--- config.mk ---
export PLATFORM = sky130hd
export DESIGN_NAME = base32_codec
export DESIGN_NICKNAME = d
export VERILOG_FILES = /design/src/sv/b32_pkg.sv /design/src/sv/b32_front.sv /design/src/sv/b32_queue.sv /design/src/sv/b32_back.sv /design/src/sv/base32_codec.sv
export VERILOG_INCLUDE_DIRS = /design/src /design/src/sv
export SDC_FILE = /design/constraint.sdc
export NUM_CORES = 1
export LEC_CHECK = 0
export BUFFER_PORTS_ARGS = -buffer_cell sky130_fd_sc_hd__clkbuf_2
export CORE_MARGIN = 1
export CORE_UTILIZATION = 60
export DETAILED_ROUTE_END_ITERATION = 16
export HOLD_SLACK_MARGIN = 0.02
export PLACE_DENSITY = 0.77
export RECOVER_POWER = 25
export SLEW_MARGIN = 30
export SYNTH_ARGS = -nofsm -noshare
export SYNTH_HDL_FRONTEND = slang
export SYNTH_SLANG_ARGS = --single-unit
export TNS_END_PERCENT = 50
--- constraint.sdc ---
create_clock -name clk -period 8.6 [get_ports clk]
set_input_delay 1.29 -clock clk [delete_from_list [all_inputs] [get_ports clk]]
set_output_delay 1.29 -clock clk [all_outputs]
set_load 0.1 [all_outputs]
--- src/sv/base32_codec_macros.svh ---
// assertion macros shared by the base32 codec rtl
// expects clk and arst_n in the scope of the module that uses them
`ifndef BASE32_CODEC_MACROS_SVH
`define BASE32_CODEC_MACROS_SVH

// same-cycle implication, checked outside reset
`define B32_ASSERT_IMP(lbl, ante, cons) \
	lbl: assert property (@(posedge clk) disable iff (!arst_n) (ante) |-> (cons)) \
		else $error("base32 codec check failed");

// next-cycle implication, checked outside reset
`define B32_ASSERT_NXT(lbl, ante, cons) \
	lbl: assert property (@(posedge clk) disable iff (!arst_n) (ante) |=> (cons)) \
		else $error("base32 codec check failed");

`endif

--- src/sv/b32_pkg.sv ---
// types, constants and symbol mapping functions for the base32 codec
// no dependencies; imported by every module of the codec
package b32_pkg;

	// job queue between front and back
	localparam int JOB_DEPTH = 2;
	localparam int JOB_PTR_W = (JOB_DEPTH > 1) ? $clog2(JOB_DEPTH) : 1;
	localparam int JOB_CNT_W = $clog2(JOB_DEPTH + 1);

	// at most three results per input word
	localparam int MAX_RES   = 3;
	localparam int RES_CNT_W = 2;

	// character codes
	localparam logic [7:0] CHAR_UC_A   = 8'h41;
	localparam logic [7:0] CHAR_UC_Z   = 8'h5A;
	localparam logic [7:0] CHAR_LC_A   = 8'h61;
	localparam logic [7:0] CHAR_LC_Z   = 8'h7A;
	localparam logic [7:0] CHAR_TWO    = 8'h32;
	localparam logic [7:0] CHAR_SEVEN  = 8'h37;
	localparam logic [7:0] NUM_LETTERS = 8'd26;

	localparam logic DIR_ENCODE = 1'b0;
	localparam logic DIR_DECODE = 1'b1;

	typedef struct packed {
		logic [7:0] symbol;
		logic       last_in;
	} item_t;

	typedef struct packed {
		logic [7:0] out_byte;
		logic       run_end;
		logic       stream_end;
		logic       bad_symbol;
	} result_t;

	typedef struct packed {
		logic [RES_CNT_W-1:0]        n;
		result_t [MAX_RES-1:0]       res;
	} job_t;

	typedef struct packed {
		logic valid;
		logic full;
	} qstat_t;

	typedef struct packed {
		logic       ok;
		logic [4:0] val;
	} sym_t;

	// 5-bit value to lowercase alphabet character
	function automatic logic [7:0] enc_char(input logic [4:0] idx);
		logic [7:0] code;
		if ({3'b000, idx} < NUM_LETTERS) begin
			code = CHAR_LC_A + {3'b000, idx};
		end else begin
			code = CHAR_TWO + {3'b000, idx} - NUM_LETTERS;
		end
		return code;
	endfunction

	// character to 5-bit value, either letter case accepted
	function automatic sym_t dec_sym(input logic [7:0] s);
		sym_t r;
		logic [7:0] d;
		d = s - CHAR_TWO + NUM_LETTERS;
		priority if ((s >= CHAR_UC_A && s <= CHAR_UC_Z) || (s >= CHAR_LC_A && s <= CHAR_LC_Z)) begin
			r.ok  = 1'b1;
			r.val = s[4:0] - 5'd1;
		end else if (s >= CHAR_TWO && s <= CHAR_SEVEN) begin
			r.ok  = 1'b1;
			r.val = d[4:0];
		end else begin
			r.ok  = 1'b0;
			r.val = 5'd0;
		end
		return r;
	endfunction

endpackage

--- src/sv/b32_front.sv ---
// front part of the base32 codec: accepts words, holds the bit buffer
// and builds one job of up to three results per word; uses b32_pkg
module b32_front (
	input  logic            clk,
	input  logic            arst_n,
	input  logic            cfg_we,
	input  logic            cfg_wdata,
	input  logic            push,
	input  b32_pkg::item_t  item,
	input  b32_pkg::qstat_t qstat,
	output logic            full,
	output logic            job_push,
	output b32_pkg::job_t   job
);
	import b32_pkg::*;

	logic       dir_q;
	logic [6:0] bbuf_q;
	logic [2:0] bcnt_q;
	logic       err_q;

	logic       accept;
	logic [6:0] nbuf;
	logic [2:0] ncnt;
	logic       nerr;

	function automatic logic [11:0] low_mask(input logic [3:0] w);
		return (12'd1 << w) - 12'd1;
	endfunction

	assign full     = qstat.full;
	assign accept   = push && !qstat.full;
	assign job_push = accept && (job.n != '0);

	always_comb begin
		logic [11:0] wbuf;
		logic [3:0]  cnt;
		logic [RES_CNT_W-1:0] n;
		sym_t        sv;
		job          = '0;
		n            = '0;
		nbuf         = bbuf_q;
		ncnt         = bcnt_q;
		nerr         = err_q;
		wbuf         = '0;
		cnt          = '0;
		sv           = dec_sym(item.symbol);
		if (dir_q == DIR_ENCODE) begin
			wbuf = {bbuf_q[3:0], item.symbol};
			cnt  = {1'b0, bcnt_q} + 4'd8 - 4'd5;
			job.res[n].out_byte = enc_char(5'(wbuf >> cnt));
			n = n + 2'd1;
			if (cnt >= 4'd5) begin
				cnt = cnt - 4'd5;
				job.res[n].out_byte = enc_char(5'(wbuf >> cnt));
				n = n + 2'd1;
			end
			if (item.last_in && cnt != 4'd0) begin
				job.res[n].out_byte = enc_char(5'(wbuf << (4'd5 - cnt)));
				n = n + 2'd1;
				cnt = 4'd0;
			end
			nbuf = 7'(wbuf & low_mask(cnt));
			ncnt = 3'(cnt);
			job.res[n - 2'd1].run_end    = 1'b1;
			job.res[n - 2'd1].stream_end = item.last_in;
		end else if (err_q) begin
			// words after an error are dropped until the stream ends
			n = '0;
		end else if (!sv.ok) begin
			job.res[0] = '{out_byte: 8'd0, run_end: 1'b1, stream_end: 1'b1, bad_symbol: 1'b1};
			n    = 2'd1;
			nbuf = '0;
			ncnt = '0;
			nerr = 1'b1;
		end else begin
			wbuf = {bbuf_q, sv.val};
			cnt  = {1'b0, bcnt_q} + 4'd5;
			if (cnt >= 4'd8) begin
				cnt = cnt - 4'd8;
				job.res[n].out_byte = 8'(wbuf >> cnt);
				n = n + 2'd1;
			end
			if (item.last_in) begin
				// trailing zero byte closes a valid stream
				job.res[n].out_byte = 8'd0;
				n = n + 2'd1;
				cnt = 4'd0;
			end
			nbuf = 7'(wbuf & low_mask(cnt));
			ncnt = 3'(cnt);
			if (n != '0) begin
				job.res[n - 2'd1].run_end    = 1'b1;
				job.res[n - 2'd1].stream_end = item.last_in;
			end
		end
		if (item.last_in) begin
			nbuf = '0;
			ncnt = '0;
			nerr = 1'b0;
		end
		job.n = n;
	end

	always_ff @(posedge clk or negedge arst_n) begin
		if (!arst_n) begin
			dir_q  <= DIR_ENCODE;
			bbuf_q <= '0;
			bcnt_q <= '0;
			err_q  <= 1'b0;
		end else if (cfg_we) begin
			dir_q  <= cfg_wdata;
			bbuf_q <= '0;
			bcnt_q <= '0;
			err_q  <= 1'b0;
		end else if (accept) begin
			bbuf_q <= nbuf;
			bcnt_q <= ncnt;
			err_q  <= nerr;
		end
	end

endmodule

--- src/sv/b32_queue.sv ---
// short job queue between the front and back parts of the base32 codec
// register based, depth from b32_pkg
module b32_queue (
	input  logic            clk,
	input  logic            arst_n,
	input  logic            wr_en,
	input  b32_pkg::job_t   wr_job,
	input  logic            rd_en,
	output b32_pkg::job_t   rd_job,
	output b32_pkg::qstat_t stat
);
	import b32_pkg::*;

	job_t                 slot_q [JOB_DEPTH];
	logic [JOB_PTR_W-1:0] wr_ptr_q;
	logic [JOB_PTR_W-1:0] rd_ptr_q;
	logic [JOB_CNT_W-1:0] count_q;

	function automatic logic [JOB_PTR_W-1:0] ptr_inc(input logic [JOB_PTR_W-1:0] p);
		return (p == JOB_PTR_W'(JOB_DEPTH - 1)) ? '0 : p + 1'b1;
	endfunction

	assign rd_job     = slot_q[rd_ptr_q];
	assign stat.valid = (count_q != '0);
	assign stat.full  = (count_q == JOB_CNT_W'(JOB_DEPTH));

	always_ff @(posedge clk) begin
		if (wr_en) begin
			slot_q[wr_ptr_q] <= wr_job;
		end
	end

	always_ff @(posedge clk or negedge arst_n) begin
		if (!arst_n) begin
			wr_ptr_q <= '0;
			rd_ptr_q <= '0;
			count_q  <= '0;
		end else begin
			if (wr_en) begin
				wr_ptr_q <= ptr_inc(wr_ptr_q);
			end
			if (rd_en) begin
				rd_ptr_q <= ptr_inc(rd_ptr_q);
			end
			unique case ({wr_en, rd_en})
				2'b10:   count_q <= count_q + 1'b1;
				2'b01:   count_q <= count_q - 1'b1;
				default: count_q <= count_q;
			endcase
		end
	end

endmodule

--- src/sv/b32_back.sv ---
// back part of the base32 codec: walks the head job one result a cycle into
// the output register while that register is free or popped; uses b32_pkg
module b32_back (
	input  logic            clk,
	input  logic            arst_n,
	input  b32_pkg::job_t   head,
	input  b32_pkg::qstat_t qstat,
	output logic            q_pop,
	input  logic            pop,
	output logic            empty,
	output b32_pkg::result_t result
);
	import b32_pkg::*;

	logic [RES_CNT_W-1:0] idx_q;
	logic                 out_valid_q;
	result_t              out_q;
	logic                 load;
	logic                 take;

	assign take   = pop && out_valid_q;
	assign load   = qstat.valid && (!out_valid_q || take);
	assign q_pop  = load && (idx_q == head.n - 2'd1);
	assign empty  = !out_valid_q;
	assign result = out_q;

	always_ff @(posedge clk) begin
		if (load) begin
			out_q <= head.res[idx_q];
		end
	end

	always_ff @(posedge clk or negedge arst_n) begin
		if (!arst_n) begin
			idx_q       <= '0;
			out_valid_q <= 1'b0;
		end else begin
			if (load) begin
				idx_q <= q_pop ? '0 : idx_q + 2'd1;
			end
			if (load) begin
				out_valid_q <= 1'b1;
			end else if (take) begin
				out_valid_q <= 1'b0;
			end
		end
	end

endmodule

--- src/sv/base32_codec.sv ---
// top level of the streaming base32 codec
// depends on b32_pkg, b32_front, b32_queue, b32_back and base32_codec_macros.svh
//
// Streaming base32 codec, lowercase alphabet, no '=' padding. direction 0
// encodes bytes to characters, 1 decodes characters (either case) to bytes;
// a write to direction also restarts the stream. Each input word gives one to
// three result words (encode) or up to two (decode, with a zero byte closing a
// valid stream and a single bad_symbol word on an invalid character). An input
// word is taken whenever the two-entry job queue has room; the back end
// delivers one result word per cycle as long as results are popped, so
// encode throughput is set by the output side. A pushed word is written into
// a job queue slot and then into the output register before its first
// result shows. Results are kept while pop is low, and input is taken
// independently of the result side until the queue fills.
module base32_codec (
	input  logic              clk,
	input  logic              arst_n,
	input  logic              cfg_we,
	input  logic              cfg_wdata,
	input  logic              push,
	output logic              full,
	input  b32_pkg::item_t    item,
	output logic              empty,
	input  logic              pop,
	output b32_pkg::result_t  result
);
	import b32_pkg::*;
	`include "base32_codec_macros.svh"

	// job handoff between front and back
	job_t   fr_job;
	logic   fr_push;
	job_t   q_head;
	qstat_t q_stat;
	logic   bk_pop;

	// front: classify, track bit buffer, build the job for each word
	b32_front u_front (
		.clk      (clk),
		.arst_n   (arst_n),
		.cfg_we   (cfg_we),
		.cfg_wdata(cfg_wdata),
		.push     (push),
		.item     (item),
		.qstat    (q_stat),
		.full     (full),
		.job_push (fr_push),
		.job      (fr_job)
	);

	// queue lets front and back stall independently
	b32_queue u_queue (
		.clk   (clk),
		.arst_n(arst_n),
		.wr_en (fr_push),
		.wr_job(fr_job),
		.rd_en (bk_pop),
		.rd_job(q_head),
		.stat  (q_stat)
	);

	// back: one result word per cycle into the output register while it is free or popped
	b32_back u_back (
		.clk   (clk),
		.arst_n(arst_n),
		.head  (q_head),
		.qstat (q_stat),
		.q_pop (bk_pop),
		.pop   (pop),
		.empty (empty),
		.result(result)
	);

	// error word carries a zero byte and closes its run and the stream
	`B32_ASSERT_IMP(a_bad_word, !empty && result.bad_symbol, result.out_byte == 8'd0 && result.run_end && result.stream_end)
	// end of stream is always the end of a run
	`B32_ASSERT_IMP(a_stream_run, !empty && result.stream_end, result.run_end)
	// rest of a run follows without a gap once a word is taken
	`B32_ASSERT_NXT(a_run_cont, !empty && pop && !result.run_end, !empty)

endmodule
==> flow_summary.yaml <==
status:
  outcome: "finished with violations"
  violations: "DRC, capacitance limit, slew limit"
power:
  p_int_mw: 1.274
  combPwrFrac_pct: 51.6
  seq_power_share_pct: 31.6
  p_sw_share_pct: 44.69
  p_per_area_nw_per_um2: 299.8
  ir_drop_mv: 0.1281
  p_clk_share_pct: 16.8
  power.switching_mw: 1.029
  p_leak_nw: 2.964
critical_path:
  worstPathArrival_ns: 6.24
  r2r-start: "u_front.bcnt_q[0]"
  crit_chain: "buf_4 -> inv_4 -> ha_1 -> inv_1 -> and3_1 -> a21oi_1 -> inv_1 -> ha_1 -> inv_1 -> a311o_1 -> o221ai_2 -> inv_1 -> ha_1 -> nand2b_1 -> a21boi_0 -> xnor2_1 -> a2bb2oi_1 -> nor2_1"
  required_ns: 8.67
  startpoint_type: "flop"
  crit_type: "reg2reg"
  crit_start: "u_front.bcnt_q[0]"
  end_kind: "flop"
  slowest_stage: "ha_1"
  slowest_delay_ns: 0.77
  cp_common_cell: "inv_1"
  crit_fanout: 59
place:
  port_buffers: 27
  post-place-ws_ns: 2.681
  hpwlAfterDp_um: 13380
  gp_congestion: 0.9878
  dp_cells: 869
sta:
  hold_viol: 0
  whs_ns: 0.4969
  finalSetupViolCount: 0
  slew_violations: 25
  max_freq_mhz: 162.0
  rsz0062_at_grt: "false"
  maxSlewHeadroom_pct: -21.93
  tightest_slew_ns: 1.829
  min_period_ns: 6.172
  fin_crit_sh_pct: 71.77
  fin_setup_tns_ns: 0
  fin_skew_ns: 0.009072
  fin_ws_ns: 2.428
drt:
  drtIter0Drc: 567
  drt_wl_total_um: 18110
  drc: 1
  ant_nets: 0
  post_drt_wl_per_cell_um: 20.46
  drt_pass1_iterations: 11
  viasPerCell: 6.704
  vias: 5933
synthesis:
  synth_common_cells: "edfxtp_1 (77), nand2_1 (60), nor2_1 (58), inv_1 (47), o21ai_0 (40)"
  synth-main-ff-cell: "edfxtp_1"
  synth_cell_types: 78
  synth_edf_count: 77
  syn_nets: 788
  netlist.area_leader.share_pct: 31.90
  yosys.area.top_type: "edfxtp_1"
  netlist_area_um2: 7249
  syn_area_per_cell_um2: 9.850
  yosysMostFrequentCell: "edfxtp_1"
  ys_top_cells_by_area: "edfxtp_1 (32%), dfrtp_1 (6.6%), ha_1 (6.4%)"
  synthCells: 736
  yosysSeqAreaShare_pct: 38.45
  ys_seq_elements: 96
  synthArstFlopShare_pct: 19.79
  yosysWarnings: 0
hold_path:
  min_from: "u_queue.count_q[1]"
  hold_path_class: "reg2reg"
final_layout:
  syn_to_final_growth_pct: 5.972
  antenna_cells: 0
  nNetsFinal: 789
  seq_area_um2: 2789
  layout-drive-gt1-share_pct: 12.40
  fin_cells: 885
  fillers: 929
  multi_input_area_um2: 4053
die:
  die_w_um: 111.9
  die_y_um: 111.9
  num_rows: 39
  io_pins: 28
  die-area_um2: 12530
  initial_core_util_pct: 62.42
  coreArea_um2: 11610
grt:
  grt-ovfl-total: 0
  grt_max_degree: 60
  grt_pass1_vias: 5581
  antenna_found_initial: 0
  grt_first_pass_wirelength_um: 29510
  track_usage_pct: 30.12
cts:
  numCtsBuffers: 9
  cts.sink_count: 96
  htree_num_levels: 3
  cts_tree: "yes"
  clkTransAtPathRegs_ns: 0.07
  cts_root_buf: "clkbuf_16"
  clock_path_buffers: 2
  postCtsResizedCells: 0
  cts_setup_buffers: 0
  hold_buffers: 0
  insertion_delay_ns: 0.34
flow_run:
  cap_violations: 1
[state kept, by name, summed over array words and instances (netlist names)]
name / count
u_back.out_valid_q: 1
u_queue.wr_ptr_q: 1
u_queue.rd_ptr_q: 1
u_back.result: 11
u_queue.slot_q: 66
u_front.err_q: 1
u_front.dir_q: 1
u_front.bcnt_q: 3
u_back.idx_q: 2
u_queue.count_q: 2
u_front.bbuf_q: 7
[power by group through the flow]
stage / Clock, mW / Sequential [mW] / Combinational (mW)
detailed placement: 0 / 0.737 / 1.17
global route: 0.411 / 0.740 / 1.28
finish: 0.387 / 0.727 / 1.19
global placement: 0 / 0.732 / 1.14
floorplan: 0 / 0.906 / 0.778
CTS: 0.391 / 0.729 / 1.18
[layer usage]
layer | GRT usage, % | wire, um | up-vias
met1 | 39.86 | 7412 | 2858
met3 | 4.518 | 1409 | 54
met5 | 0 | 0 | -
met2 | 49.07 | 8574 | 297
li1 | - | - | 2724
met4 | 13.87 | 714 | 0
[final timing paths]
kind / endpoint / slack (ns) / cells after the start
worst min register to register: u_queue.count_q[1] / 0.50 / 1
worst min-delay path: u_queue.count_q[1] / 0.50 / 1
min in group asynchronous: u_front.bbuf_q[0] / 1.14 / 1
max in group asynchronous: u_front.bcnt_q[0] / 6.73 / 1
worst max register to register: u_queue.slot_q[1][17] / 2.43 / 18
worst max-delay path: u_queue.slot_q[1][17] / 2.43 / 18
[critical path: cells and delay by family (launching register included)]
family                   cells  cell delay [ns]
AO/OA/AOI/OAI                5             1.86
adder cells (fa/ha/maj)      3             1.52
buffers and inverters        6             1.23
AND/OR/NAND/NOR              3             0.69
flip-flops                   1             0.39
XOR/XNOR                     1             0.18
[layout by cell type, fill, tap and decap left out, drive strengths merged, types with 3 or more instances in the layout]
| master | count |
|---|---|
| mux2 | 10 |
| edfxtp | 77 |
| o22ai | 24 |
| mux4 | 18 |
| inv | 51 |
| nor3 | 16 |
| xor2 | 12 |
| a21o | 7 |
| xnor2 | 21 |
| a22oi | 4 |
| a2bb2oi | 5 |
| a211oi | 12 |
| a211o | 4 |
| or3 | 4 |
| mux2i | 30 |
| o21ai | 47 |
| nor3b | 3 |
| and3 | 7 |
| o221ai | 5 |
| nand3 | 21 |
| a22o | 8 |
| nand2 | 60 |
| nor2 | 58 |
| a21oi | 35 |
| and2 | 10 |
| ha | 37 |
| dfrtp | 19 |
| clkbuf | 42 |
| nand4 | 8 |
| nand2b | 14 |
| buf | 6 |
| nor2b | 10 |
| a31oi | 6 |
| nor4 | 3 |
| o31ai | 9 |
| o211ai | 12 |
[metrics by stage]
stage	total power [mW]	util (%)	instance area, um^2
after global placement	1.873	63.69	7397
after floorplan	1.684	-	7249
after CTS	2.298	66.23	7691
after detailed placement	1.910	63.69	7397
final	2.303	66.15	7682
after global routing	2.427	66.15	7682
[cell type report]
| class | count | area share (%) |
|---|---|---|
| Multi-Input combinational cell | 545 | 52.75 |
| Sequential cell | 96 | 36.30 |
| Clock buffer | 13 | 3.534 |
| Inverter | 50 | 2.476 |
| Tap cell | 143 | 2.329 |
| Timing Repair Buffer | 35 | 2.313 |
| Clock inverter | 3 | 0.2932 |
[cells by family after synthesis]
family / synth area share [%]
adders and majority gates: 6.386
xor gates and xnor gates: 4.608
buffers and inverters: 5.834
and+or+nand+nor: 14.60
DFF: 38.45
muxes: 11.29
AOI/OAI and AO/OA: 18.83
No activity file was read; power rests on OpenSTA's default activity.
